File: config.mk
export PLATFORM = sky130hd
export DESIGN_NAME = positional_pid_controller_unit
export DESIGN_NICKNAME = d
export VERILOG_FILES = /design/src/rtl/ppc_pkg.sv /design/src/rtl/positional_pid_controller_unit.sv
export SDC_FILE = /design/constraint.sdc
export NUM_CORES = 2
export LEC_CHECK = 0
export ABC_AREA = 1
export BUFFER_PORTS_ARGS = -buffer_cell sky130_fd_sc_hd__buf_2
export CAP_MARGIN = 20
export CORE_ASPECT_RATIO = 1.5
export CORE_MARGIN = 5
export CORE_UTILIZATION = 46
export CTS_CLUSTER_DIAMETER = 100
export DETAILED_ROUTE_END_ITERATION = 8
export GPL_TIMING_DRIVEN = 0
export PLACE_DENSITY = 0.73
export SLEW_MARGIN = 20
export SYNTH_ARGS = -nofsm -noshare
export SYNTH_HDL_FRONTEND = slang
export SYNTH_SLANG_ARGS = --single-unit
File: constraint.sdc
create_clock -name clock -period 12.15 [get_ports clock]
set_input_delay 1.215 -clock clock [delete_from_list [all_inputs] [get_ports clock]]
set_output_delay 1.215 -clock clock [all_outputs]
set_load 0.02 [all_outputs]
File: src/rtl/ppc_pkg.sv
// ---------------------------------------------------------------------------
// ppc_pkg
// Shared types, widths and register indexes of the positional PID controller.
// ---------------------------------------------------------------------------
package ppc_pkg;

   // sample and gain widths
   localparam int unsigned SampleWidth  = 16;
   localparam int unsigned GainWidth    = 16;
   localparam int unsigned ILimitWidth  = 23;
   localparam int unsigned OLimitWidth  = 15;
   localparam int unsigned SumWidth     = 32;
   localparam int unsigned ErrWidth     = SampleWidth + 1;
   localparam int unsigned DiffWidth    = ErrWidth + 1;

   // configuration port
   localparam int unsigned CsrIndexWidth = 3;
   localparam int unsigned CsrDataWidth  = ILimitWidth;

   // product and accumulator widths
   localparam int unsigned PropWidth  = GainWidth + ErrWidth;
   localparam int unsigned IntWidth   = GainWidth + SumWidth;
   localparam int unsigned DerWidth   = GainWidth + DiffWidth;
   localparam int unsigned AccWidth   = IntWidth + 1;
   localparam int unsigned FracBits   = 8;
   localparam int unsigned ShiftWidth = AccWidth - FracBits;

   // register indexes of the configuration port
   typedef enum logic [CsrIndexWidth-1:0] {
      CSR_GAIN_P          = 3'd0,
      CSR_GAIN_I          = 3'd1,
      CSR_GAIN_D          = 3'd2,
      CSR_INTEGRAL_LIMIT  = 3'd3,
      CSR_OUTPUT_LIMIT    = 3'd4,
      CSR_DERIVATIVE_MODE = 3'd5
   } csr_index_type;

   // derivative source select
   typedef enum logic {
      DMODE_ERROR_CHANGE = 1'b0,
      DMODE_RATE_INPUT   = 1'b1
   } dmode_type;

endpackage

File: src/rtl/positional_pid_controller_unit.sv
// ---------------------------------------------------------------------------
// positional_pid_controller_unit
// Positional PID with saturating error sum, integral clamp and output clamp.
// ---------------------------------------------------------------------------
// Pipeline: a request passes the input register, the product register and
// the result register before its result shows on rsp.
// Throughput: one request per cycle unless rsp stalls; the error sum update
// (add, saturate, one 16x32 multiply, bound compare) is combinational.
// Reset clears valid flags, configuration registers, error sum and previous
// error; no clearing pass, the block takes requests right after reset.
module positional_pid_controller_unit
   import ppc_pkg::*;
(
   input  logic                       clock,
   input  logic                       reset,
   // request: setpoint [15:0], measured [31:16], rate [47:32]
   input  logic                       req_tvalid,
   output logic                       req_tready,
   input  logic [3*SampleWidth-1:0]   req_tdata,
   // response: drive [15:0]
   output logic                       rsp_tvalid,
   input  logic                       rsp_tready,
   output logic [SampleWidth-1:0]     rsp_tdata,
   // configuration writes
   input  logic                       csr_valid,
   output logic                       csr_ready,
   input  logic [CsrIndexWidth-1:0]   csr_index,
   input  logic [CsrDataWidth-1:0]    csr_data
);

   // configuration registers
   logic signed [GainWidth-1:0]   gain_p_ff, gain_i_ff, gain_d_ff;
   logic        [ILimitWidth-1:0] ilimit_ff;
   logic        [OLimitWidth-1:0] olimit_ff;
   dmode_type                     dmode_ff;

   // state
   logic signed [SumWidth-1:0]    error_sum_ff, error_sum_in;
   logic signed [ErrWidth-1:0]    prev_error_ff, prev_error_in;

   // stage 0: input register
   logic                          s0_valid_ff;
   logic signed [SampleWidth-1:0] setpoint_ff, measured_ff, rate_ff;

   // stage 1: product register
   logic                          s1_valid_ff;
   logic signed [PropWidth-1:0]   prop_ff, prop_in;
   logic signed [IntWidth-1:0]    integ_ff, integ_in;
   logic signed [DerWidth-1:0]    deriv_ff, deriv_in;

   // stage 2: result register
   logic                          s2_valid_ff;
   logic signed [SampleWidth-1:0] drive_ff, drive_in;

   // pipeline flow
   logic s2_ready, s1_ready, s0_ready, s0_adv, s1_adv;

   assign s2_ready   = !s2_valid_ff || rsp_tready;
   assign s1_ready   = !s1_valid_ff || s2_ready;
   assign s0_ready   = !s0_valid_ff || s1_ready;
   assign s0_adv     = s0_valid_ff && s1_ready;
   assign s1_adv     = s1_valid_ff && s2_ready;
   assign req_tready = s0_ready;
   assign rsp_tvalid = s2_valid_ff;
   assign rsp_tdata  = drive_ff;
   assign csr_ready  = 1'b1;

   // configuration writes
   always_ff @(posedge clock) begin
      if (reset) begin
         gain_p_ff <= '0;
         gain_i_ff <= '0;
         gain_d_ff <= '0;
         ilimit_ff <= '0;
         olimit_ff <= '0;
         dmode_ff  <= DMODE_ERROR_CHANGE;
      end else if (csr_valid) begin
         case (csr_index_type'(csr_index))
            CSR_GAIN_P:          gain_p_ff <= csr_data[GainWidth-1:0];
            CSR_GAIN_I:          gain_i_ff <= csr_data[GainWidth-1:0];
            CSR_GAIN_D:          gain_d_ff <= csr_data[GainWidth-1:0];
            CSR_INTEGRAL_LIMIT:  ilimit_ff <= csr_data[ILimitWidth-1:0];
            CSR_OUTPUT_LIMIT:    olimit_ff <= csr_data[OLimitWidth-1:0];
            CSR_DERIVATIVE_MODE: dmode_ff  <= dmode_type'(csr_data[0]);
            default: ;
         endcase
      end
   end

   // error and saturating sum
   logic signed [ErrWidth-1:0]   err;
   logic signed [SumWidth:0]     sum_raw;
   logic signed [SumWidth-1:0]   sum_sat;
   logic signed [SumWidth:0]     sum_max, sum_min;

   assign err     = ErrWidth'(setpoint_ff) - ErrWidth'(measured_ff);
   assign sum_raw = (SumWidth+1)'(error_sum_ff) + (SumWidth+1)'(err);
   assign sum_max = (SumWidth+1)'({1'b0, {(SumWidth-1){1'b1}}});
   assign sum_min = -sum_max - (SumWidth+1)'(1);

   always_comb begin
      if (sum_raw > sum_max)      sum_sat = sum_max[SumWidth-1:0];
      else if (sum_raw < sum_min) sum_sat = sum_min[SumWidth-1:0];
      else                        sum_sat = sum_raw[SumWidth-1:0];
   end

   // integral clamp: high test first, low test on the possibly updated sum
   logic signed [IntWidth-1:0] prod_sum, prod_lim, prod_mid, bound_s, limit_s;
   logic                       gi_nz, fire_hi, fire_lo;

   assign gi_nz    = (gain_i_ff != '0);
   assign limit_s  = IntWidth'(signed'({1'b0, ilimit_ff}));
   assign bound_s  = IntWidth'(signed'({1'b0, ilimit_ff, {FracBits{1'b0}}}));
   assign prod_sum = IntWidth'(gain_i_ff) * IntWidth'(sum_sat);
   assign prod_lim = IntWidth'(gain_i_ff) * limit_s;
   assign fire_hi  = gi_nz && (prod_sum > bound_s);
   assign prod_mid = fire_hi ? prod_lim : prod_sum;
   assign fire_lo  = gi_nz && (prod_mid < -bound_s);

   always_comb begin
      if (fire_lo) begin
         error_sum_in = -SumWidth'(limit_s);
         integ_in     = -prod_lim;
      end else if (fire_hi) begin
         error_sum_in = SumWidth'(limit_s);
         integ_in     = prod_lim;
      end else begin
         error_sum_in = sum_sat;
         integ_in     = prod_sum;
      end
   end

   // proportional and derivative products
   logic signed [DiffWidth-1:0] dterm;

   always_comb begin
      case (dmode_ff)
         DMODE_RATE_INPUT: dterm = DiffWidth'(rate_ff);
         default:          dterm = DiffWidth'(err) - DiffWidth'(prev_error_ff);
      endcase
   end

   assign prop_in       = PropWidth'(gain_p_ff) * PropWidth'(err);
   assign deriv_in      = DerWidth'(gain_d_ff) * DerWidth'(dterm);
   assign prev_error_in = err;

   // sum, floor shift and output clamp
   logic signed [AccWidth-1:0]   acc;
   logic signed [ShiftWidth-1:0] shifted, olim_s;

   assign acc     = AccWidth'(prop_ff) + AccWidth'(integ_ff) + AccWidth'(deriv_ff);
   assign shifted = ShiftWidth'(acc >>> FracBits);
   assign olim_s  = ShiftWidth'(signed'({1'b0, olimit_ff}));

   always_comb begin
      if (shifted < -olim_s)     drive_in = SampleWidth'(-olim_s);
      else if (shifted > olim_s) drive_in = SampleWidth'(olim_s);
      else                       drive_in = SampleWidth'(shifted);
   end

   // valid flags and state
   always_ff @(posedge clock) begin
      if (reset) begin
         s0_valid_ff   <= 1'b0;
         s1_valid_ff   <= 1'b0;
         s2_valid_ff   <= 1'b0;
         error_sum_ff  <= '0;
         prev_error_ff <= '0;
      end else begin
         if (s0_ready) s0_valid_ff <= req_tvalid;
         if (s1_ready) s1_valid_ff <= s0_valid_ff;
         if (s2_ready) s2_valid_ff <= s1_valid_ff;
         if (s0_adv) begin
            error_sum_ff  <= error_sum_in;
            prev_error_ff <= prev_error_in;
         end
      end
   end

   // payload registers
   always_ff @(posedge clock) begin
      if (s0_ready && req_tvalid) begin
         setpoint_ff <= req_tdata[SampleWidth-1:0];
         measured_ff <= req_tdata[2*SampleWidth-1:SampleWidth];
         rate_ff     <= req_tdata[3*SampleWidth-1:2*SampleWidth];
      end
      if (s0_adv) begin
         prop_ff  <= prop_in;
         integ_ff <= integ_in;
         deriv_ff <= deriv_in;
      end
      if (s1_adv) begin
         drive_ff <= drive_in;
      end
   end

   // checks
   a_drive_clamped : assert property (@(posedge clock) disable iff (reset)
      rsp_tvalid |-> ($signed(rsp_tdata) <= $signed({1'b0, olimit_ff})
                   && $signed(rsp_tdata) >= -$signed({1'b0, olimit_ff})))
      else $error("drive outside output clamp");

   a_no_clamp_zero_gi : assert property (@(posedge clock) disable iff (reset)
      (s0_adv && gain_i_ff == '0) |=> error_sum_ff == $past(sum_sat))
      else $error("error sum changed by clamp with zero integral gain");

   a_clamp_to_limit : assert property (@(posedge clock) disable iff (reset)
      (s0_adv && fire_hi) |=> (error_sum_ff == SumWidth'(limit_s)
                            || error_sum_ff == -SumWidth'(limit_s)))
      else $error("clamped error sum is not at the integral limit");

   a_sum_held_idle : assert property (@(posedge clock) disable iff (reset)
      !s0_adv |=> $stable(error_sum_ff))
      else $error("error sum moved without a request");

   a_reset_empty : assert property (@(posedge clock)
      reset |=> (!rsp_tvalid && error_sum_ff == '0))
      else $error("pipeline not empty after reset");

endmodule

# After elaboration in Yosys (flattened, before gate mapping)
# Cells that the tools add are included.
dict set report totals {
  elab_cells 70
  in_bits 79
  output_inout_bits 19
  reg_bits 318
}
dict set report op_classes {
  n_mul 4
  addsub 9
  magnitude_cmp 6
  n_eq_ne 5
  reduce_logical 19
  mux 9
}
# cell count
set ops {}
lappend ops {{32-bit two-way mux} 4}
lappend ops {{48-bit two-way mux} 2}
lappend ops {{33-bit by 48-bit adder with 49-bit output} 1}
lappend ops {{49-bit by 34-bit adder with 49-bit output} 1}
lappend ops {{48-bit by 32-bit > comparator with 1-bit output} 1}
lappend ops {{48-bit less-than comparator} 1}
lappend ops {{16-bit by 32-bit multiplier with 48-bit output} 1}
lappend ops {{31-bit negation with 48-bit output} 1}
lappend ops {{40-bit negation with 48-bit output} 1}
lappend ops {{41-bit by 16-bit > comparator with 1-bit output} 1}
lappend ops {{41-bit less-than comparator} 1}
lappend ops {{15-bit negation with 41-bit output} 1}
lappend ops {{16-bit by 24-bit multiplier with 40-bit output} 1}
lappend ops {{16-bit by 18-bit multiplier with 34-bit output} 1}
lappend ops {{32-bit by 17-bit adder with 33-bit output} 1}
lappend ops {{33-bit by 32-bit > comparator with 1-bit output (second input constant)} 1}
lappend ops {{33-bit by 32-bit less-than comparator with 1-bit output (second input constant)} 1}
lappend ops {{16-bit by 17-bit multiplier with 33-bit output} 1}
lappend ops {{16-bit two-way mux} 2}
lappend ops {{23-bit negation with 32-bit output} 1}
lappend ops {{18-bit two-way mux} 1}
lappend ops {{17-bit by 17-bit subtractor with 18-bit output} 1}
lappend ops {{16-bit by 16-bit subtractor with 17-bit output} 1}
lappend ops {{16-bit nonzero test} 1}
lappend ops {{other kinds (8)} 23}

# Longest topological paths before layout
dict set report depth {
  word_depth 12
  mapped_depth 92
  mapped_depth_nobuf 88
}

# Worst setup path before layout
# OpenSTA, ideal clock, no wires.
dict set report synth_path {
  kind {reg2reg}
  startpoint {register measured_ff[0]}
  endpoint {register integ_ff[6], data pin}
  arrival_time_ns 13.015
  path_stages_with_launch 78
  path_buffers 5
  setup_time_ns 0.274
  path_slack_ns -1.139
  path_cell_list {edfxtp_1 ha_1 fa_1 o21ai_0 nand3_1 nand3_1 nand2_1 nand2_1 a21oi_1 or2_2 a22oi_1 inv_1 ha_1 a21oi_1 inv_1 a21oi_1 nor2_1 nor2_1 (+42 left out) inv_4 buf_2 o21ai_1 inv_1 ha_1 nand2_1 o21a_1 o211ai_1 nand2_1 o2111ai_1 nand2_1 nand3_1 or2_2 nand3_1 inv_1 clkbuf_1 buf_1 o22ai_1}
}
dict set report synth_via {
  elab_chain_cells 12
  elab_cells_between_ends 13
  cone_classes {add/sub: 2; mul: 1; order compare: 4; mux: 4; reduce/logical: 2}
}
# element line_no
set synth_lines {}
lappend synth_lines {{start: declaration} positional_pid_controller_unit.sv:43} ;# logic signed [SampleWidth-1:0] setpoint_ff, measured_ff, rate_ff;
lappend synth_lines {{start signal: assignment} positional_pid_controller_unit.sv:184} ;# measured_ff <= req_tdata[2*SampleWidth-1:SampleWidth];
lappend synth_lines {{16-bit by 16-bit subtractor with 17-bit output *} positional_pid_controller_unit.sv:96} ;# assign err = ErrWidth'(setpoint_ff) - ErrWidth'(measured_ff);
lappend synth_lines {{named net err[16]} positional_pid_controller_unit.sv:91} ;# logic signed [ErrWidth-1:0] err;
lappend synth_lines {{32-bit by 17-bit adder with 33-bit output *} positional_pid_controller_unit.sv:97} ;# assign sum_raw = (SumWidth+1)'(error_sum_ff) + (SumWidth+1)'(err);
lappend synth_lines {{33-bit by 32-bit less-than comparator with 1-bit output} positional_pid_controller_unit.sv:103} ;# else if (sum_raw < sum_min) sum_sat = sum_min[SumWidth-1:0];
lappend synth_lines {{32-bit two-way mux} positional_pid_controller_unit.sv:103}
lappend synth_lines {{32-bit two-way mux *} positional_pid_controller_unit.sv:102} ;# if (sum_raw > sum_max) sum_sat = sum_max[SumWidth-1:0];
lappend synth_lines {{16-bit by 32-bit multiplier with 48-bit output *} positional_pid_controller_unit.sv:114} ;# assign prod_sum = IntWidth'(gain_i_ff) * IntWidth'(sum_sat);
lappend synth_lines {{48-bit by 32-bit > comparator with 1-bit output} positional_pid_controller_unit.sv:116} ;# assign fire_hi = gi_nz && (prod_sum > bound_s);
lappend synth_lines {{1-bit logical AND} positional_pid_controller_unit.sv:116}
lappend synth_lines {{48-bit two-way mux *} {positional_pid_controller_unit.sv:117, positional_pid_controller_unit.sv:124}}
lappend synth_lines {{48-bit less-than comparator} positional_pid_controller_unit.sv:118} ;# assign fire_lo = gi_nz && (prod_mid < -bound_s);
lappend synth_lines {{1-bit logical AND} positional_pid_controller_unit.sv:118}
lappend synth_lines {{48-bit two-way mux *} positional_pid_controller_unit.sv:121} ;# if (fire_lo) begin
lappend synth_lines {{named net integ_in[6]} positional_pid_controller_unit.sv:48} ;# logic signed [IntWidth-1:0] integ_ff, integ_in;
lappend synth_lines {{end signal: assignment} positional_pid_controller_unit.sv:189} ;# integ_ff <= integ_in;
lappend synth_lines {{end: declaration} positional_pid_controller_unit.sv:48}
# Mark *: on every way through the listed nets, which the timed path passes. The rest lies on a longest branch.
# A chain may end at the register's enable or synchronous reset.

# Worst setup path in the final report
dict set report layout_path {
  startpoint {register setpoint_ff[2]}
  endpoint {register integ_ff[16], data pin}
}
dict set report layout_via {
  elab_chain_cells 12
  elab_cells_between_ends 13
  cone_classes {add/sub: 2; mul: 1; order compare: 4; mux: 4; reduce/logical: 2}
}
# element line_no
set layout_lines {}
lappend layout_lines {{start: declaration} positional_pid_controller_unit.sv:43}
lappend layout_lines {{start signal: assignment} positional_pid_controller_unit.sv:183} ;# setpoint_ff <= req_tdata[SampleWidth-1:0];
lappend layout_lines {{16-bit by 16-bit subtractor with 17-bit output *} positional_pid_controller_unit.sv:96}
lappend layout_lines {{named net err[11]} positional_pid_controller_unit.sv:91}
lappend layout_lines {{32-bit by 17-bit adder with 33-bit output *} positional_pid_controller_unit.sv:97}
lappend layout_lines {{33-bit by 32-bit less-than comparator with 1-bit output} positional_pid_controller_unit.sv:103}
lappend layout_lines {{32-bit two-way mux} positional_pid_controller_unit.sv:103}
lappend layout_lines {{32-bit two-way mux *} positional_pid_controller_unit.sv:102}
lappend layout_lines {{16-bit by 32-bit multiplier with 48-bit output *} positional_pid_controller_unit.sv:114}
lappend layout_lines {{48-bit by 32-bit > comparator with 1-bit output} positional_pid_controller_unit.sv:116}
lappend layout_lines {{1-bit logical AND} positional_pid_controller_unit.sv:116}
lappend layout_lines {{48-bit two-way mux *} {positional_pid_controller_unit.sv:117, positional_pid_controller_unit.sv:124}}
lappend layout_lines {{48-bit less-than comparator} positional_pid_controller_unit.sv:118}
lappend layout_lines {{1-bit logical AND} positional_pid_controller_unit.sv:118}
lappend layout_lines {{48-bit two-way mux *} positional_pid_controller_unit.sv:121}
lappend layout_lines {{named net integ_in[16]} positional_pid_controller_unit.sv:48}
# Marked as above.

==> flow_summary.html <==
<table>
<tr><th>Metric</th><th>Value</th></tr>
<tr><th colspan="2">STA</th></tr>
<tr><td>Fin crit share</td><td>113%</td></tr>
<tr><td>Highest clock rate</td><td>72.7 MHz</td></tr>
<tr><td>Worst-margin pin slew</td><td>1.25 ns</td></tr>
<tr><td>Number of max-slew violations in the final report</td><td>0</td></tr>
<tr><td>Setup repair after global routing missed its margin</td><td>yes</td></tr>
<tr><td>Tmin final</td><td>13.76 ns</td></tr>
<tr><td>Final hold slack</td><td>0.522 ns</td></tr>
<tr><td>Setup tns final</td><td>-120.08 ns</td></tr>
<tr><td>Skew final</td><td>0.0414 ns</td></tr>
<tr><td>Worst slew slack as a fraction of its limit</td><td>16.5%</td></tr>
<tr><td>Post-layout worst setup margin</td><td>-1.61 ns</td></tr>
<tr><td>Final setup violation count</td><td>80</td></tr>
<tr><td>Final Hold Fails</td><td>0</td></tr>
<tr><th colspan="2">Worst setup path</th></tr>
<tr><td>Slowest cell on the critical path</td><td>fa_1</td></tr>
<tr><td>R2R Setup Slk</td><td>-1.61 ns</td></tr>
<tr><td>R2R Path Start</td><td>setpoint_ff[2]</td></tr>
<tr><td>Worst path most repeated cell</td><td>nand2_2</td></tr>
<tr><td>Type of the worst setup path</td><td>reg2reg</td></tr>
<tr><td>Max Fanout on Critical Path</td><td>11</td></tr>
<tr><td>CP Data Required Time</td><td>12.49 ns</td></tr>
<tr><td>Endpoint arrival time on the critical path</td><td>14.10 ns</td></tr>
<tr><td>Biggest cell delay along the critical path</td><td>0.55 ns</td></tr>
<tr><td>Kind of start point of the critical path</td><td>flip-flop</td></tr>
<tr><td>Crit. End Element</td><td>flip-flop</td></tr>
<tr><td>Logic depth of the worst register-to-register path</td><td>80</td></tr>
<tr><td>Crit Reg-Reg Endpoint</td><td>integ_ff[16]</td></tr>
<tr><th colspan="2">Synth</th></tr>
<tr><td>Library cell with the largest summed area after synthesis</td><td>fa_1</td></tr>
<tr><td>Most common library cells after synthesis</td><td>2,360 x inv_1, 2,251 x nand2_1, 1,394 x fa_1</td></tr>
<tr><td>Flop and latch count out of synthesis</td><td>318</td></tr>
<tr><td>Post-Synthesis Net Count</td><td>12,100</td></tr>
<tr><td>Portion of the post-synthesis area used by sequential elements</td><td>10.6%</td></tr>
<tr><td>Post-synth EDFFs</td><td>179</td></tr>
<tr><td>Syn. warnings</td><td>0</td></tr>
<tr><td>Cell variety after synth</td><td>66</td></tr>
<tr><td>Per-instance average area after synthesis</td><td>7.70 µm²</td></tr>
<tr><td>Top cells by area, synth</td><td>fa_1 36%, inv_1 11%, nand2_1 11%</td></tr>
<tr><td>Share of the synthesized area in the top cell type</td><td>36.2%</td></tr>
<tr><td>Most instantiated flip-flop cell in the synthesis netlist</td><td>edfxtp_1</td></tr>
<tr><td>Post-synth ARST share</td><td>0%</td></tr>
<tr><td>Gate count of the mapped netlist</td><td>10,000</td></tr>
<tr><td>Dominant cell by count in the synthesized netlist</td><td>inv_1</td></tr>
<tr><td>Post-synthesis instance area</td><td>77,100 µm²</td></tr>
<tr><th colspan="2">CTS</th></tr>
<tr><td>TritonCTS clock tree</td><td>yes</td></tr>
<tr><td>Clock input transition at the sequential cells of the worst setup and hold paths</td><td>0.07 ns</td></tr>
<tr><td>Clock root buffer</td><td>clkbuf_16</td></tr>
<tr><td>Sinks on Clock Net</td><td>318</td></tr>
<tr><td>Number of buffers between clock root and the deepest sink</td><td>3</td></tr>
<tr><td>Level count of the clock H-tree</td><td>2</td></tr>
<tr><td>Number of buffers created by CTS</td><td>38</td></tr>
<tr><td>Clock Latency Late Sink</td><td>0.64 ns</td></tr>
<tr><th colspan="2">Drt</th></tr>
<tr><td>Drt via density</td><td>5.59</td></tr>
<tr><td>Via count</td><td>71,000</td></tr>
<tr><td>Detailed-route wire length</td><td>300,000 µm</td></tr>
<tr><td>Average wire per cell in the routed design</td><td>23.7 µm</td></tr>
<tr><td>Antenna Violating Nets Remaining</td><td>0</td></tr>
<tr><td>Residual DRC count</td><td>0</td></tr>
<tr><td>Drt initial violations</td><td>5,564</td></tr>
<tr><td>First-pass iteration count of the detailed router</td><td>8</td></tr>
<tr><th colspan="2">Pwr</th></tr>
<tr><td>Reported leakage power</td><td>0.0435 µW</td></tr>
<tr><td>Worst supply voltage drop on vdd</td><td>0.000153 V</td></tr>
<tr><td>Cell area power density</td><td>187 nW/µm²</td></tr>
<tr><th colspan="2">Global routing</th></tr>
<tr><td>First-pass GRT wire length</td><td>439,000 µm</td></tr>
<tr><td>Remaining Overflow, GRT</td><td>0</td></tr>
<tr><td>Global-route usage over all layers</td><td>33.3%</td></tr>
<tr><td>Grt met2 use</td><td>56.8%</td></tr>
<tr><td>GR met1 Demand/Resource</td><td>34.2%</td></tr>
<tr><td>Highest-utilization routing layer at the global route stage</td><td>met2</td></tr>
<tr><td>Maximum number of pins on one net before global-route repair</td><td>49</td></tr>
<tr><td>Number of global-route vias before repair</td><td>73,600</td></tr>
<tr><td>Met3 usage</td><td>5.86%</td></tr>
<tr><td>Antenna violations before repair</td><td>20</td></tr>
<tr><th colspan="2">Floorplan</th></tr>
<tr><td>Height of the chip</td><td>511 µm</td></tr>
<tr><td>Die Area</td><td>176,000 µm²</td></tr>
<tr><td>Chip width</td><td>344 µm</td></tr>
<tr><td>Num rows</td><td>184</td></tr>
<tr><td>IO Count</td><td>98</td></tr>
<tr><td>Initial core utilization</td><td>46.1%</td></tr>
<tr><td>Placeable core region</td><td>167,000 µm²</td></tr>
<tr><th colspan="2">Place</th></tr>
<tr><td># port buffers</td><td>96</td></tr>
<tr><td>Post-DP Area</td><td>81,000 µm²</td></tr>
<tr><td>Routability congestion estimate</td><td>1.07</td></tr>
<tr><td>Dpl ws</td><td>-4.46 ns</td></tr>
<tr><td>DPL Wire Length</td><td>245,000 µm</td></tr>
<tr><th colspan="2">Hold path</th></tr>
<tr><td>WHS Endpoint</td><td>error_sum_ff[12]</td></tr>
<tr><td>Worst hold-check path type</td><td>reg2reg</td></tr>
<tr><td>Hold path startpoint</td><td>error_sum_ff[12]</td></tr>
<tr><td>Worst hold path stage count</td><td>2</td></tr>
<tr><th colspan="2">Final layout</th></tr>
<tr><td>Post-layout nets</td><td>12,500</td></tr>
<tr><td>Layout filler cell count</td><td>15,500</td></tr>
<tr><td>Layout overhead on the synthesized area</td><td>14.9%</td></tr>
<tr><td>Non-Filler Cell Area, Final</td><td>88,600 µm²</td></tr>
<tr><td>Layout cell share with drive strength beyond 1</td><td>11.6%</td></tr>
<tr><td>Layout Utilization</td><td>53.0%</td></tr>
<tr><th colspan="2">Status</th></tr>
<tr><td>Violations in the final reports</td><td>setup timing</td></tr>
<tr><td>Result of the run</td><td>finished with violations</td></tr>
<tr><th colspan="2">Job</th></tr>
<tr><td>Count of max-cap constraint violations</td><td>0</td></tr>
</table>
[critical path, delay by kind of cell (launching register included)]
family          cells  cell delay, ns
fa+ha+maj          11            4.62
simple gates       30            3.24
compound gates     17            2.78
buf+inv            21            2.25
flops               1            0.42
xor+xnor            1            0.13
[routing by layer]
| metal | up-vias | part of all wire [%] |
|---|---|---|
| met5 | - | 0.018 |
| met3 | 1641 | 7.9 |
| li1 | 30900 | - |
| met1 | 34500 | 31 |
| met4 | 10 | 13 |
| met2 | 3922 | 48 |
[sequential cells by signal, summed over array words and instances (netlist names)]
signal         cells
deriv_ff          34
s1_valid_ff        1
gain_i_ff         16
ilimit_ff         23
integ_ff          48
gain_d_ff         16
olimit_ff         15
rsp_tdata         16
dmode_ff           1
gain_p_ff         16
rsp_tvalid         1
measured_ff       16
prop_ff           33
rate_ff           16
prev_error_ff     17
setpoint_ff       16
s0_valid_ff        1
error_sum_ff      32
[timing repair]
action | 4_1_cts | 5_1_grt
setup endpoints to repair | 80 | 80
setup buffers | 181 | 67
pin swaps | 201 | 212
resized for setup | 622 | 320
cloned | 12 | 8
hold buffers | 0 | 0
[kinds of logic after synthesis]
| family | Yosys count | synth area share, % |
|---|---|---|
| AOI/OAI and AO/OA | 1039 | 7.45 |
| xor gates and xnor gates | 240 | 2.73 |
| adders and majority gates | 2048 | 46.8 |
| buffers and inverters | 2725 | 13.4 |
| DFF | 318 | 10.6 |
| muxes | 1 | 0.0130 |
| other | 1 | 0.00486 |
| and+or+nand+nor | 3638 | 19.0 |
[area by class of cell]
cell class              count  area [µm²]  share of cell area, %
flip-flops and latches    318        8160                   9.21
repair buffers            361        3030                   3.42
inverters                2411        9270                   10.5
clock inverters            28         254                  0.287
multi-input cells        6967       62200                   70.2
diodes                     16        40.0                 0.0452
well taps                2232        2790                   3.15
plain buffers             306        1790                   2.02
clock buffers              42         998                   1.13
repair inverters            6        57.6                 0.0650
[placed cells by master, fill, tap and decap left out, types with 39 or more instances in the layout]
cell type / count
nand3_1: 213
nand4_1: 81
ha_1: 588
nand2_2: 110
fa_1: 1368
buf_4: 217
xor2_1: 152
nor2_1: 851
inv_2: 51
nor3_1: 60
ha_4: 62
a21oi_2: 55
clkbuf_16: 50
edfxtp_1: 179
xnor2_1: 68
o21ai_2: 39
a21oi_1: 392
nand2_1: 2074
dfxtp_1: 139
nand2_4: 70
clkbuf_1: 208
inv_1: 2301
buf_2: 104
o21ai_1: 40
o21ai_0: 278
[where the power goes]
part | internal (µW) | total, µW | switching (µW)
clock | 636 | 1210 | 574
sequential | 1440 | 1560 | 120
combinational | 4940 | 13800 | 8890
[metrics by stage]
step	total power [µW]	cells
2_1_floorplan	8490	10000
5_1_grt	17500	12700
3_3_place_gp	12200	12300
4_1_cts	15400	12600
6_report	16600	12700
3_5_place_dp	12400	12300
[how the worst max path moves through the flow]
| stage | startpoint | to | cells past startpoint |
|---|---|---|---|
| after floorplan | measured_ff[0] | integ_ff[17] | 77 |
| after global placement | setpoint_ff[2] | error_sum_ff[20] | 70 |
| after detailed placement | setpoint_ff[2] | error_sum_ff[20] | 70 |
| after CTS | measured_ff[0] | integ_ff[17] | 78 |
| after global routing | setpoint_ff[2] | integ_ff[3] | 84 |
| final | setpoint_ff[2] | integ_ff[16] | 80 |
No activity file was read; power rests on OpenSTA's default activity.
